--- src/ate_pkg.sv ---
// ----------------------------------------------------------------------------
// Treble exciter package
// Shared widths, register indexes and the controller/datapath command struct.
// ----------------------------------------------------------------------------
package ate_pkg;

    localparam int SampleW = 32;
    localparam int CfgIdxW = 3;

    localparam logic [CfgIdxW-1:0] RegB0B2    = 3'd0;
    localparam logic [CfgIdxW-1:0] RegB1      = 3'd1;
    localparam logic [CfgIdxW-1:0] RegA1      = 3'd2;
    localparam logic [CfgIdxW-1:0] RegA2      = 3'd3;
    localparam logic [CfgIdxW-1:0] RegDcPole  = 3'd4;
    localparam logic [CfgIdxW-1:0] RegGain    = 3'd5;
    localparam logic [CfgIdxW-1:0] RegFracBit = 3'd6;
    localparam logic [CfgIdxW-1:0] RegStereo  = 3'd7;

    // Datapath operations issued by the controller, one per cycle.
    typedef enum logic [3:0] {
        OP_NOP,
        OP_LOAD,      // latch channel input as filter input
        OP_CLR,       // clear accumulator
        OP_MAC,       // accumulate product of selected tap
        OP_BQ_END,    // take biquad result, update that filter's history
        OP_RECT,      // rectify filter output, form dc product
        OP_DC_END,    // finish dc blocker, clamp, update state
        OP_GAIN,      // multiply filter output by gain
        OP_MIX,       // add to dry sample, clamp, store channel result
        OP_MONO,      // copy left result into right
        OP_OUT        // move both channel results into the output register
    } t_op;

    typedef struct packed {
        t_op        op;
        logic       ch;      // channel
        logic [1:0] filt;    // filter number 0..2
        logic [2:0] tap;     // 0 x, 1 x1, 2 x2, 3 y1, 4 y2
    } t_cmd;

endpackage

--- src/ate_ctrl.sv ---
// ----------------------------------------------------------------------------
// Treble exciter controller
// Sequences the datapath through one or both channels and the output handshake.
// ----------------------------------------------------------------------------
module ate_ctrl (
    input  logic          i_clk,
    input  logic          i_rst_n,
    input  logic          i_in_valid,
    output logic          o_in_ready,
    output logic          o_out_valid,
    input  logic          i_out_ready,
    input  logic          i_stereo,
    output ate_pkg::t_cmd o_cmd
);

    typedef enum logic [3:0] {
        S_IDLE, S_LOAD, S_CLR, S_MAC, S_BQEND, S_RECT, S_RWAIT, S_DCEND,
        S_GAIN, S_GWAIT, S_MIX, S_MONO, S_OUT
    } t_state;

    t_state      r_state;
    logic        r_ch;
    logic [1:0]  r_filt;
    logic [2:0]  r_tap;
    logic        r_out_valid;
    logic        w_out_go;

    // A new request is taken only while idle; its samples are registered at
    // the top level and stay put until the next request.
    assign o_in_ready  = (r_state == S_IDLE);
    assign o_out_valid = r_out_valid;
    // The output register is free when empty or being read this cycle.
    assign w_out_go    = !r_out_valid || i_out_ready;

    always_comb begin
        o_cmd = '{op: ate_pkg::OP_NOP, ch: r_ch, filt: r_filt, tap: r_tap};
        unique case (r_state)
            S_LOAD:  o_cmd.op = ate_pkg::OP_LOAD;
            S_CLR:   o_cmd.op = ate_pkg::OP_CLR;
            S_MAC:   o_cmd.op = ate_pkg::OP_MAC;
            S_BQEND: o_cmd.op = ate_pkg::OP_BQ_END;
            S_RECT:  o_cmd.op = ate_pkg::OP_RECT;
            S_DCEND: o_cmd.op = ate_pkg::OP_DC_END;
            S_GAIN:  o_cmd.op = ate_pkg::OP_GAIN;
            S_MIX:   o_cmd.op = ate_pkg::OP_MIX;
            S_MONO:  o_cmd.op = ate_pkg::OP_MONO;
            S_OUT:   o_cmd.op = w_out_go ? ate_pkg::OP_OUT : ate_pkg::OP_NOP;
            default: o_cmd.op = ate_pkg::OP_NOP;
        endcase
    end

    always_ff @(posedge i_clk) begin
        if (!i_rst_n) begin
            r_state <= S_IDLE; r_ch <= 1'b0; r_filt <= '0; r_tap <= '0;
            r_out_valid <= 1'b0;
        end else begin
            if (r_state == S_OUT && w_out_go) r_out_valid <= 1'b1;
            else if (i_out_ready)            r_out_valid <= 1'b0;
            unique case (r_state)
                S_IDLE: if (i_in_valid) begin
                    r_state <= S_LOAD; r_ch <= 1'b0;
                end
                S_LOAD: begin r_state <= S_CLR; r_filt <= 2'd0; end
                S_CLR:  begin r_state <= S_MAC; r_tap <= 3'd0; end
                // The accumulator adds the product of the same cycle.
                S_MAC: if (r_tap == 3'd4) r_state <= S_BQEND;
                       else r_tap <= r_tap + 3'd1;
                S_BQEND: begin
                    if (r_filt == 2'd0)      begin r_filt <= 2'd1; r_state <= S_CLR; end
                    else if (r_filt == 2'd1) r_state <= S_RECT;
                    else                     r_state <= S_GAIN;
                end
                S_RECT:  r_state <= S_RWAIT;
                S_RWAIT: r_state <= S_DCEND;
                S_DCEND: begin r_filt <= 2'd2; r_state <= S_CLR; end
                S_GAIN:  r_state <= S_GWAIT;
                S_GWAIT: r_state <= S_MIX;
                S_MIX: begin
                    if (!r_ch && i_stereo) begin r_ch <= 1'b1; r_state <= S_LOAD; end
                    else if (!r_ch)        r_state <= S_MONO;
                    else                   r_state <= S_OUT;
                end
                S_MONO: r_state <= S_OUT;
                S_OUT: if (w_out_go) r_state <= S_IDLE;
                default: r_state <= S_IDLE;
            endcase
        end
    end

endmodule

--- config.mk ---
export PLATFORM = sky130hd
export DESIGN_NAME = ate_ctrl
export DESIGN_NICKNAME = d
export VERILOG_FILES = /design/src/ate_pkg.sv /design/src/ate_ctrl.sv
export SDC_FILE = /design/constraint.sdc
export NUM_CORES = 1
export LEC_CHECK = 0
export ABC_AREA = 1
export BUFFER_PORTS_ARGS = -buffer_cell sky130_fd_sc_hd__buf_2
export CAP_MARGIN = 20
export CORE_AREA = 3 3 41 43
export CTS_CLUSTER_SIZE = 10
export DETAILED_ROUTE_END_ITERATION = 7
export DIE_AREA = 0 0 44 46
export GPL_ROUTABILITY_DRIVEN = 0
export PLACE_DENSITY = 0.8
export SYNTH_ARGS = -nofsm -noshare
export SYNTH_HDL_FRONTEND = slang
export SYNTH_SLANG_ARGS = --single-unit
--- constraint.sdc ---
create_clock -name i_clk -period 1.8 [get_ports i_clk]
set_input_delay 0 -clock i_clk [delete_from_list [all_inputs] [get_ports i_clk]]
set_output_delay 0 -clock i_clk [all_outputs]
set_load 0.02 [all_outputs]
### After elaboration in Yosys (flattened, before gate mapping)

Cells that the tools add are included.

* logic and storage cells: 61
* output and inout port bits: 12
* input port bits: 5
* register bits after elaboration: 11

* muxes and demuxes: 19
* reductions and logical operators: 16
* add/subtract/negate cells: 1
* equality and inequality tests: 20

Operators by type and width (count)
* $pmux 4 s12: 1
* $pmux 4 s10: 1
* $mux 4: 7
* $eq 4x4->1 const B: 5
* $eq 4x3->1 const B: 4
* $ne 2x2->1 const B: 6
* $eq 4x2->1 const B: 2
* $mux 3: 2
* $pmux 2 s3: 1
* $pmux 3 s2: 1
* $reduce_and 3->1: 2
* $reduce_bool 2->1: 3
* $eq 4x1->1 const B: 1
* $logic_not 4->1: 1
* $mux 1: 4
* $reduce_and 2->1: 2
* $add 3x1->3 const B: 1
* $eq 3x3->1 const B: 1
* $reduce_bool 3->1: 1
* $eq 2x1->1 const B: 1
* $logic_and 1x1->1: 2
* $logic_not 1->1: 2
* $logic_not 2->1: 1
* $mux 2: 1
* other kinds (3): 3

### Longest topological paths before layout

Gate-level depths: netlist (run 1).

* word-level depth: 4
* depth in mapped cells: 8
* depth with buffers taken out: 8

### Least setup slack after synthesis (run 1)

Ideal clock, no wire load.

* path type: flip-flop to flip-flop
* from: reg r_tap[0]
* to: reg r_tap[2]
* data arrival time: 1223 ps
* stages on the path, launching flop included: 9
* setup slack: 462 ps
* path buffers: 0
* required time: 1685 ps
* path through: dfxtp_1 -> inv_1 -> ha_1 -> nand2_1 -> nand3_1 -> nand2_2 -> nand3_1 -> nand3_1 -> nor2_1

* word-level cells in the longest chain between the ends: 3
* elaborated cells on any way between the ends: 6
* those cells by class: add/sub (1); eq/ne (2); mux (2); reduce/logical (1)

Ends and longest elaborated chain
* start: declaration: line ate_ctrl.sv:24 `logic [2:0] r_tap;`
* start signal: assignment: line ate_ctrl.sv:67 `else r_tap <= r_tap + 3'd1;`
* $add 3x1->3 or $eq 3x3->1 (tied branches): line ate_ctrl.sv:67, ate_ctrl.sv:66
* $mux 3 or $ne 2x2->1 (tied branches)
* $pmux 3 s2 or $reduce_and 2->1 (tied branches)

Several ways; a longest one is shown, not always the timed one. The select of a mux whose other input is x is not followed.
A chain may end at the register's enable or synchronous reset.

==> impl_metrics.env, run 1 <==
export IMPL_maxCapViolations=0
export IMPL_dieArea_sq_um=2024
export IMPL_p_per_area_nw_per_um2=1306
export IMPL_ys_types=17
export IMPL_end_kind="output port"
export IMPL_synthCells=115
export IMPL_hold_end="o_out_valid"
export IMPL_cts_path_max_buffers=2
export IMPL_drive_above_1_share_pct=20.00
export IMPL_cts_tree="built"
export IMPL_power_mw=1.093
export IMPL_min_period_ns=1.420
export IMPL_drc=0
export IMPL_n_antenna_cell=0
export IMPL_cts_resized=0
export IMPL_tightestPinTransition_ns=0.3267
export IMPL_p_sw_share_pct=48.57
export IMPL_hold_start="i_out_ready"
export IMPL_drt_iter0_drc=57
export IMPL_wl_per_cell_microns=11.13
export IMPL_cts_sinks=11
export IMPL_power_frac_seq_pct=33.1
export IMPL_boundaryPins=17
export IMPL_gr_total_overflow=0
export IMPL_num_rows=13
export IMPL_post_cts_buffers=0
export IMPL_synth_seq_area_share_pct=31.04
export IMPL_n_fill_cell=120
export IMPL_worstSkewPairLatency_ns=0.28
export IMPL_syn_area_sq_um=709.4
export IMPL_worst_clock_skew_ns=0.0006942
export IMPL_area_delta_synth_final_pct=17.99
export IMPL_final_cell_mix="nand2_1 (29), inv_1 (17), nor2_1 (17)"
export IMPL_fmax_ghz=0.7042
export IMPL_peakVddDrop_uv=731.1
export IMPL_comb_power_share_pct=50.7
export IMPL_postRouteAntennaNets=0
export IMPL_antenna_found_initial=0
export IMPL_vias=829
export IMPL_rrSetupSlack_ns=0.42
export IMPL_cts_hold_buf=1
export IMPL_cts_root_buffer="clkbuf_4"
export IMPL_final_common_cell="nand2_1"
export IMPL_htreeDepth=1
export IMPL_start_util_pct=53.19
export IMPL_grt_max_degree=9
export IMPL_fp_coreArea_sq_um=1334
export IMPL_numCtsBuffers=3
export IMPL_path_clk_slew_ns=0.07
export IMPL_hold_viol=0
export IMPL_grt_usage_pct=18.46
export IMPL_yosys_register_bits=11
export IMPL_critical_path_required_ns=1.80
export IMPL_dp_hpwl_microns=1231
export IMPL_clkPwrFrac_pct=16.1
export IMPL_syn_area_per_cell_sq_um=6.169
export IMPL_drt_pass1_iter_count=4
export IMPL_whs_path_depth=4
export IMPL_finalNetCount=143
export IMPL_wirelength_microns=1670
export IMPL_viasPerCell=5.527
export IMPL_p_leak_nw=0.4381
export IMPL_final_setup_viol_count=0
export IMPL_yosys_warnings=0
export IMPL_r2r_start="r_state[2]"
export IMPL_switching_power_mw=0.5311
export IMPL_slew_headroom_pct=78.19
export IMPL_fp_dieW_microns=44
export IMPL_crit_type="reg2out"
export IMPL_crit_arrival_ns=1.42
export IMPL_r2r_end="r_tap[2]"
export IMPL_min_path_type="in2reg"
export IMPL_rsz0062_at_grt="false"
export IMPL_grt_pass1_wl_microns=2691
export IMPL_die_y_microns=46
export IMPL_fin_crit_sh_pct=78.89
export IMPL_critical_path_startpoint_type="flop"
export IMPL_setup_tns_ns=0
export IMPL_drv_slew=0
export IMPL_io_buffer_count=16
export IMPL_synth_nets=122
export IMPL_status="complete, no violations"
export IMPL_path_max_fanout=5
export IMPL_internal_power_mw=0.5624
export IMPL_grt_pass1_vias=683
export IMPL_r2r_cells=6
Yosys cell counts, drive strengths merged:
library cell,n,share of area (%)
nand3,12,8.5
nand4,3,2.6
o21ai,5,3.5
dfxtp,11,31
a21oi,8,5.6
nand2,31,17
buf,1,1.1
inv,17,9.0
a31o,1,1.2
ha,2,3.5
a31oi,1,0.88
nor2,22,15
a211oi,1,1.1
per-layer routing:
layer	share of wire, %	vias to the layer above	GRT usage [%]
li1	-	410	-
met1	45	360	23.00
met2	40	48	26.74
met3	10	11	3.953
met4	4.5	0	15.66
met5	0	-	0
power groups by stage:
| stage | Combinational [mW] | Clock (mW) | Sequential [mW] |
|---|---|---|---|
| finish | 0.555 | 0.177 | 0.362 |
| global route | 0.627 | 0.194 | 0.373 |
| CTS | 0.552 | 0.180 | 0.360 |
| detailed placement | 0.548 | 0 | 0.366 |
| global placement | 0.549 | 0 | 0.363 |
| floorplan | 0.401 | 0 | 0.382 |
final cells by class:
class	count	area (sq um)	share of cell area [%]
Multi-Input combinational cell	86	417.9	49.93
Sequential cell	11	220.2	26.31
Timing Repair Buffer	17	90.09	10.76
Inverter	17	63.81	7.623
Clock buffer	4	26.28	3.139
Tap cell	15	18.77	2.242
critical path, stage by stage, from the launching register on:
cell and delay, ns:
dfxtp_1 0.46, inv_1 0.11, nor2_4 0.16, inv_1 0.08, o21ai_0 0.14, buf_2 0.18
kinds of logic after synthesis:
logic type | synth area share (%)
simple gates | 43.03
buf+inv | 10.05
compound gates | 12.35
flops | 31.04
fa+ha+maj | 3.527
flip-flops by register name, indices dropped and copies added, names as in the netlist:
register	count
r_ch	1
r_tap	3
r_state	4
o_out_valid	1
r_filt	2
worst max path at each step:
stage | cells after the start | slack (ns) | to | start
detailed placement | 6 | 0.47 | r_state[0] | r_state[2]
finish | 5 | 0.38 | o_cmd[9] | r_state[3]
global route | 4 | 0.28 | o_cmd[9] | r_state[0]
global placement | 7 | 0.51 | r_tap[2] | r_state[1]
CTS | 5 | 0.39 | o_cmd[7] | r_state[3]
floorplan | 8 | 0.46 | r_tap[2] | r_tap[0]
per-stage QoR:
stage                     hold slack [ns]  instance area (sq um)  setup slack (ns)  utilization, %  cells
after floorplan                   0.09763                  709.4            0.4618               -    115
after global placement             0.2717                  800.8            0.5115           60.04    145
after detailed placement           0.2826                  800.8            0.4668           60.04    145
after CTS                         0.03842                  837.1            0.3881           62.76    150
after global routing              0.04962                  837.1            0.2751           62.76    150
final                             0.03709                  837.1            0.3800           62.76    150
(Power assumes the default switching activity.)
==> run 2, diff against run 1 <==
--- a/config.mk
+++ b/config.mk
@@ -8,12 +8,12 @@
 export ABC_AREA = 1
 export BUFFER_PORTS_ARGS = -buffer_cell sky130_fd_sc_hd__buf_2
 export CAP_MARGIN = 20
-export CORE_AREA = 3 3 41 43
+export CORE_AREA = 3 3 44 46
 export CTS_CLUSTER_SIZE = 10
 export DETAILED_ROUTE_END_ITERATION = 7
-export DIE_AREA = 0 0 44 46
+export DIE_AREA = 0 0 47 49
 export GPL_ROUTABILITY_DRIVEN = 0
-export PLACE_DENSITY = 0.8
+export PLACE_DENSITY = 0.73
 export SYNTH_ARGS = -nofsm -noshare
 export SYNTH_HDL_FRONTEND = slang
 export SYNTH_SLANG_ARGS = --single-unit
==> constraint.sdc (replaced) <==
create_clock -name i_clk -period 1.3 [get_ports i_clk]
set_input_delay 0 -clock i_clk [delete_from_list [all_inputs] [get_ports i_clk]]
set_output_delay 0 -clock i_clk [all_outputs]
set_load 0.02 [all_outputs]
==> run 2 against run 1 <==
Clock skew up 0.0035 ns. Non-clock buffer count up 11. Utilization rose by 1.3 points. Total power increased by 54%. Worst setup slack got worse by 0.36 ns. Hold slack about the same. Via count shrank 0.60%. Die area grew 14%. Combinational power grew 70%. Clock power rose by 28%. Final cell count is 8.0% higher. Global-route usage shrank 0.47 points.
==> impl_metrics.env, run 2 (synthesis results as in run 1) <==
export IMPL_min_path_type="in2reg"
export IMPL_r2r_cells=9
export IMPL_p_sw_share_pct=46.07
export IMPL_fp_coreArea_sq_um=1541
export IMPL_switching_power_mw=0.7771
export IMPL_power_frac_seq_pct=30.7
export IMPL_hold_viol=0
export IMPL_crit_arrival_ns=1.28
export IMPL_crit_type="reg2out"
export IMPL_p_per_area_nw_per_um2=1709
export IMPL_finalNetCount=154
export IMPL_drive_above_1_share_pct=34.93
export IMPL_met3_length_microns=108
export IMPL_path_max_fanout=5
export IMPL_peakVddDrop_uv=1137
export IMPL_clkPwrFrac_pct=13.4
export IMPL_top_register="r_state"
export IMPL_num_rows=14
export IMPL_hold_start="i_out_ready"
export IMPL_dp_hpwl_microns=1338
export IMPL_fp_dieW_microns=47
export IMPL_n_antenna_cell=0
export IMPL_final_setup_viol_count=0
export IMPL_cp_startpoint="r_state[2]"
export IMPL_die_y_microns=49
export IMPL_met2_length_microns=839
export IMPL_tightestPinTransition_ns=0.2349
export IMPL_cts_root_buffer="clkbuf_4"
export IMPL_largest_reg_flops=4
export IMPL_vias=824
export IMPL_rrSetupSlack_ns=0.07
export IMPL_area_delta_synth_final_pct=39.15
export IMPL_dp_cells=154
export IMPL_fin_crit_sh_pct=98.61
export IMPL_worstSkewPairLatency_ns=0.26
export IMPL_gr_total_overflow=0
export IMPL_numCtsBuffers=3
export IMPL_final_common_cell="nand2_1"
export IMPL_largestRegisters="r_state (4), r_tap (3), r_filt (2)"
export IMPL_crit_path_end="o_cmd[6]"
export IMPL_internal_power_mw=0.9098
export IMPL_path_clk_slew_ns=0.07
export IMPL_placed_area_sq_um=863.3
export IMPL_critical_path_startpoint_type="flop"
export IMPL_postRouteAntennaNets=0
export IMPL_met1Wirelength_microns=818
export IMPL_wirelength_microns=1784
export IMPL_dr_max_layer_used="met4"
export IMPL_cts_tree="built"
export IMPL_drt_pass1_iter_count=4
export IMPL_stdcell_count=162
export IMPL_rsz0062_at_grt="true"
export IMPL_grt_usage_pct=18.00
export IMPL_p_leak_nw=0.5004
export IMPL_maxCapViolations=0
export IMPL_viasPerCell=5.086
export IMPL_end_kind="output port"
export IMPL_grt_max_degree=8
export IMPL_drc=0
export IMPL_setup_tns_ns=0
export IMPL_whs_ns=0.03745
export IMPL_worst_clock_skew_ns=0.004233
export IMPL_n_fill_cell=149
export IMPL_drv_slew=0
export IMPL_stdcell_area_sq_um=987.2
export IMPL_htreeDepth=1
export IMPL_wl_per_cell_microns=11.01
export IMPL_antenna_found_initial=0
export IMPL_dieArea_sq_um=2303
export IMPL_regArea_sq_um=230.2
export IMPL_io_buffer_count=16
export IMPL_slew_headroom_pct=84.32
export IMPL_status="complete, no violations"
export IMPL_min_period_ns=1.282
export IMPL_comb_power_share_pct=55.9
export IMPL_fmax_ghz=0.7801
export IMPL_multiInputGateArea_sq_um=452.9
export IMPL_cts_sinks=11
export IMPL_grt_pass1_wl_microns=3077
export IMPL_power_mw=1.687
export IMPL_grt_pass1_vias=727
export IMPL_r2r_end="r_state[2]"
export IMPL_final_cell_mix="nand2_1 (28), inv_1 (16), nor2_1 (16)"
export IMPL_drt_iter0_drc=28
export IMPL_start_util_pct=46.02
export IMPL_cts_path_max_buffers=2
export IMPL_boundaryPins=17
export IMPL_r2r_start="r_state[2]"
export IMPL_critical_path_required_ns=1.30
==> run 2: cell count changes in the layout (fill, tap and decap cells not counted), sizes merged <==
cell / change
buf: +11
==> run 2: layout make-up <==
class	instances	area share (%)
clock buffer	4	2.662
inverter	17	6.464
multi-input combinational	86	45.88
sequential	11	23.32
tap	16	2.028
timing repair buffer	28	19.65
==> run 2: worst min path at each step <==
stage,to,cells past startpoint
final,o_out_valid,4
after global routing,o_out_valid,4
after CTS,o_out_valid,4
after detailed placement,r_ch,3
after global placement,r_state[1],3
after floorplan,r_state[1],2
==> run 2: per-stage QoR <==
step	worst slack, ns	utilization (%)
floorplan	0.005595	-
global placement	0.05321	56.01
detailed placement	0.04630	56.01
CTS	0.001069	61.28
global route	-0.06040	64.04
finish	0.01813	64.04
==> run 2: what timing repair did <==
action / 4_1_cts / 5_1_grt
endpoints found under the setup margin: 4 / 11
setup buffers: 2 / 1
hold buffers: 1 / 0
gates cloned: 0 / 0
endpoints found under the hold margin: 1 / 0
pin swaps: 1 / 5
gates resized for setup: 11 / 14
==> run 2: power groups by stage <==
stage,Combinational (mW),Clock [mW],Sequential (mW)
6_report,0.943,0.226,0.518
3_3_place_gp,0.838,0,0.499
3_5_place_dp,0.844,0,0.503
5_1_grt,1.05,0.259,0.534
2_1_floorplan,0.555,0,0.532
4_1_cts,0.888,0.239,0.510
==> run 2: layer usage <==
metal	vias to the layer above	global-route usage (%)
li1	435	-
met1	364	24.56
met2	23	26.02
met3	2	5.535
met4	0	6.452
met5	-	0
==> run 2: critical path: stages, from the launching register on <==
cell and delay, ns:
dfxtp_4 0.37, nor2_4 0.17, buf_4 0.15, nand2_1 0.08, nand4_1 0.11, buf_4 0.14
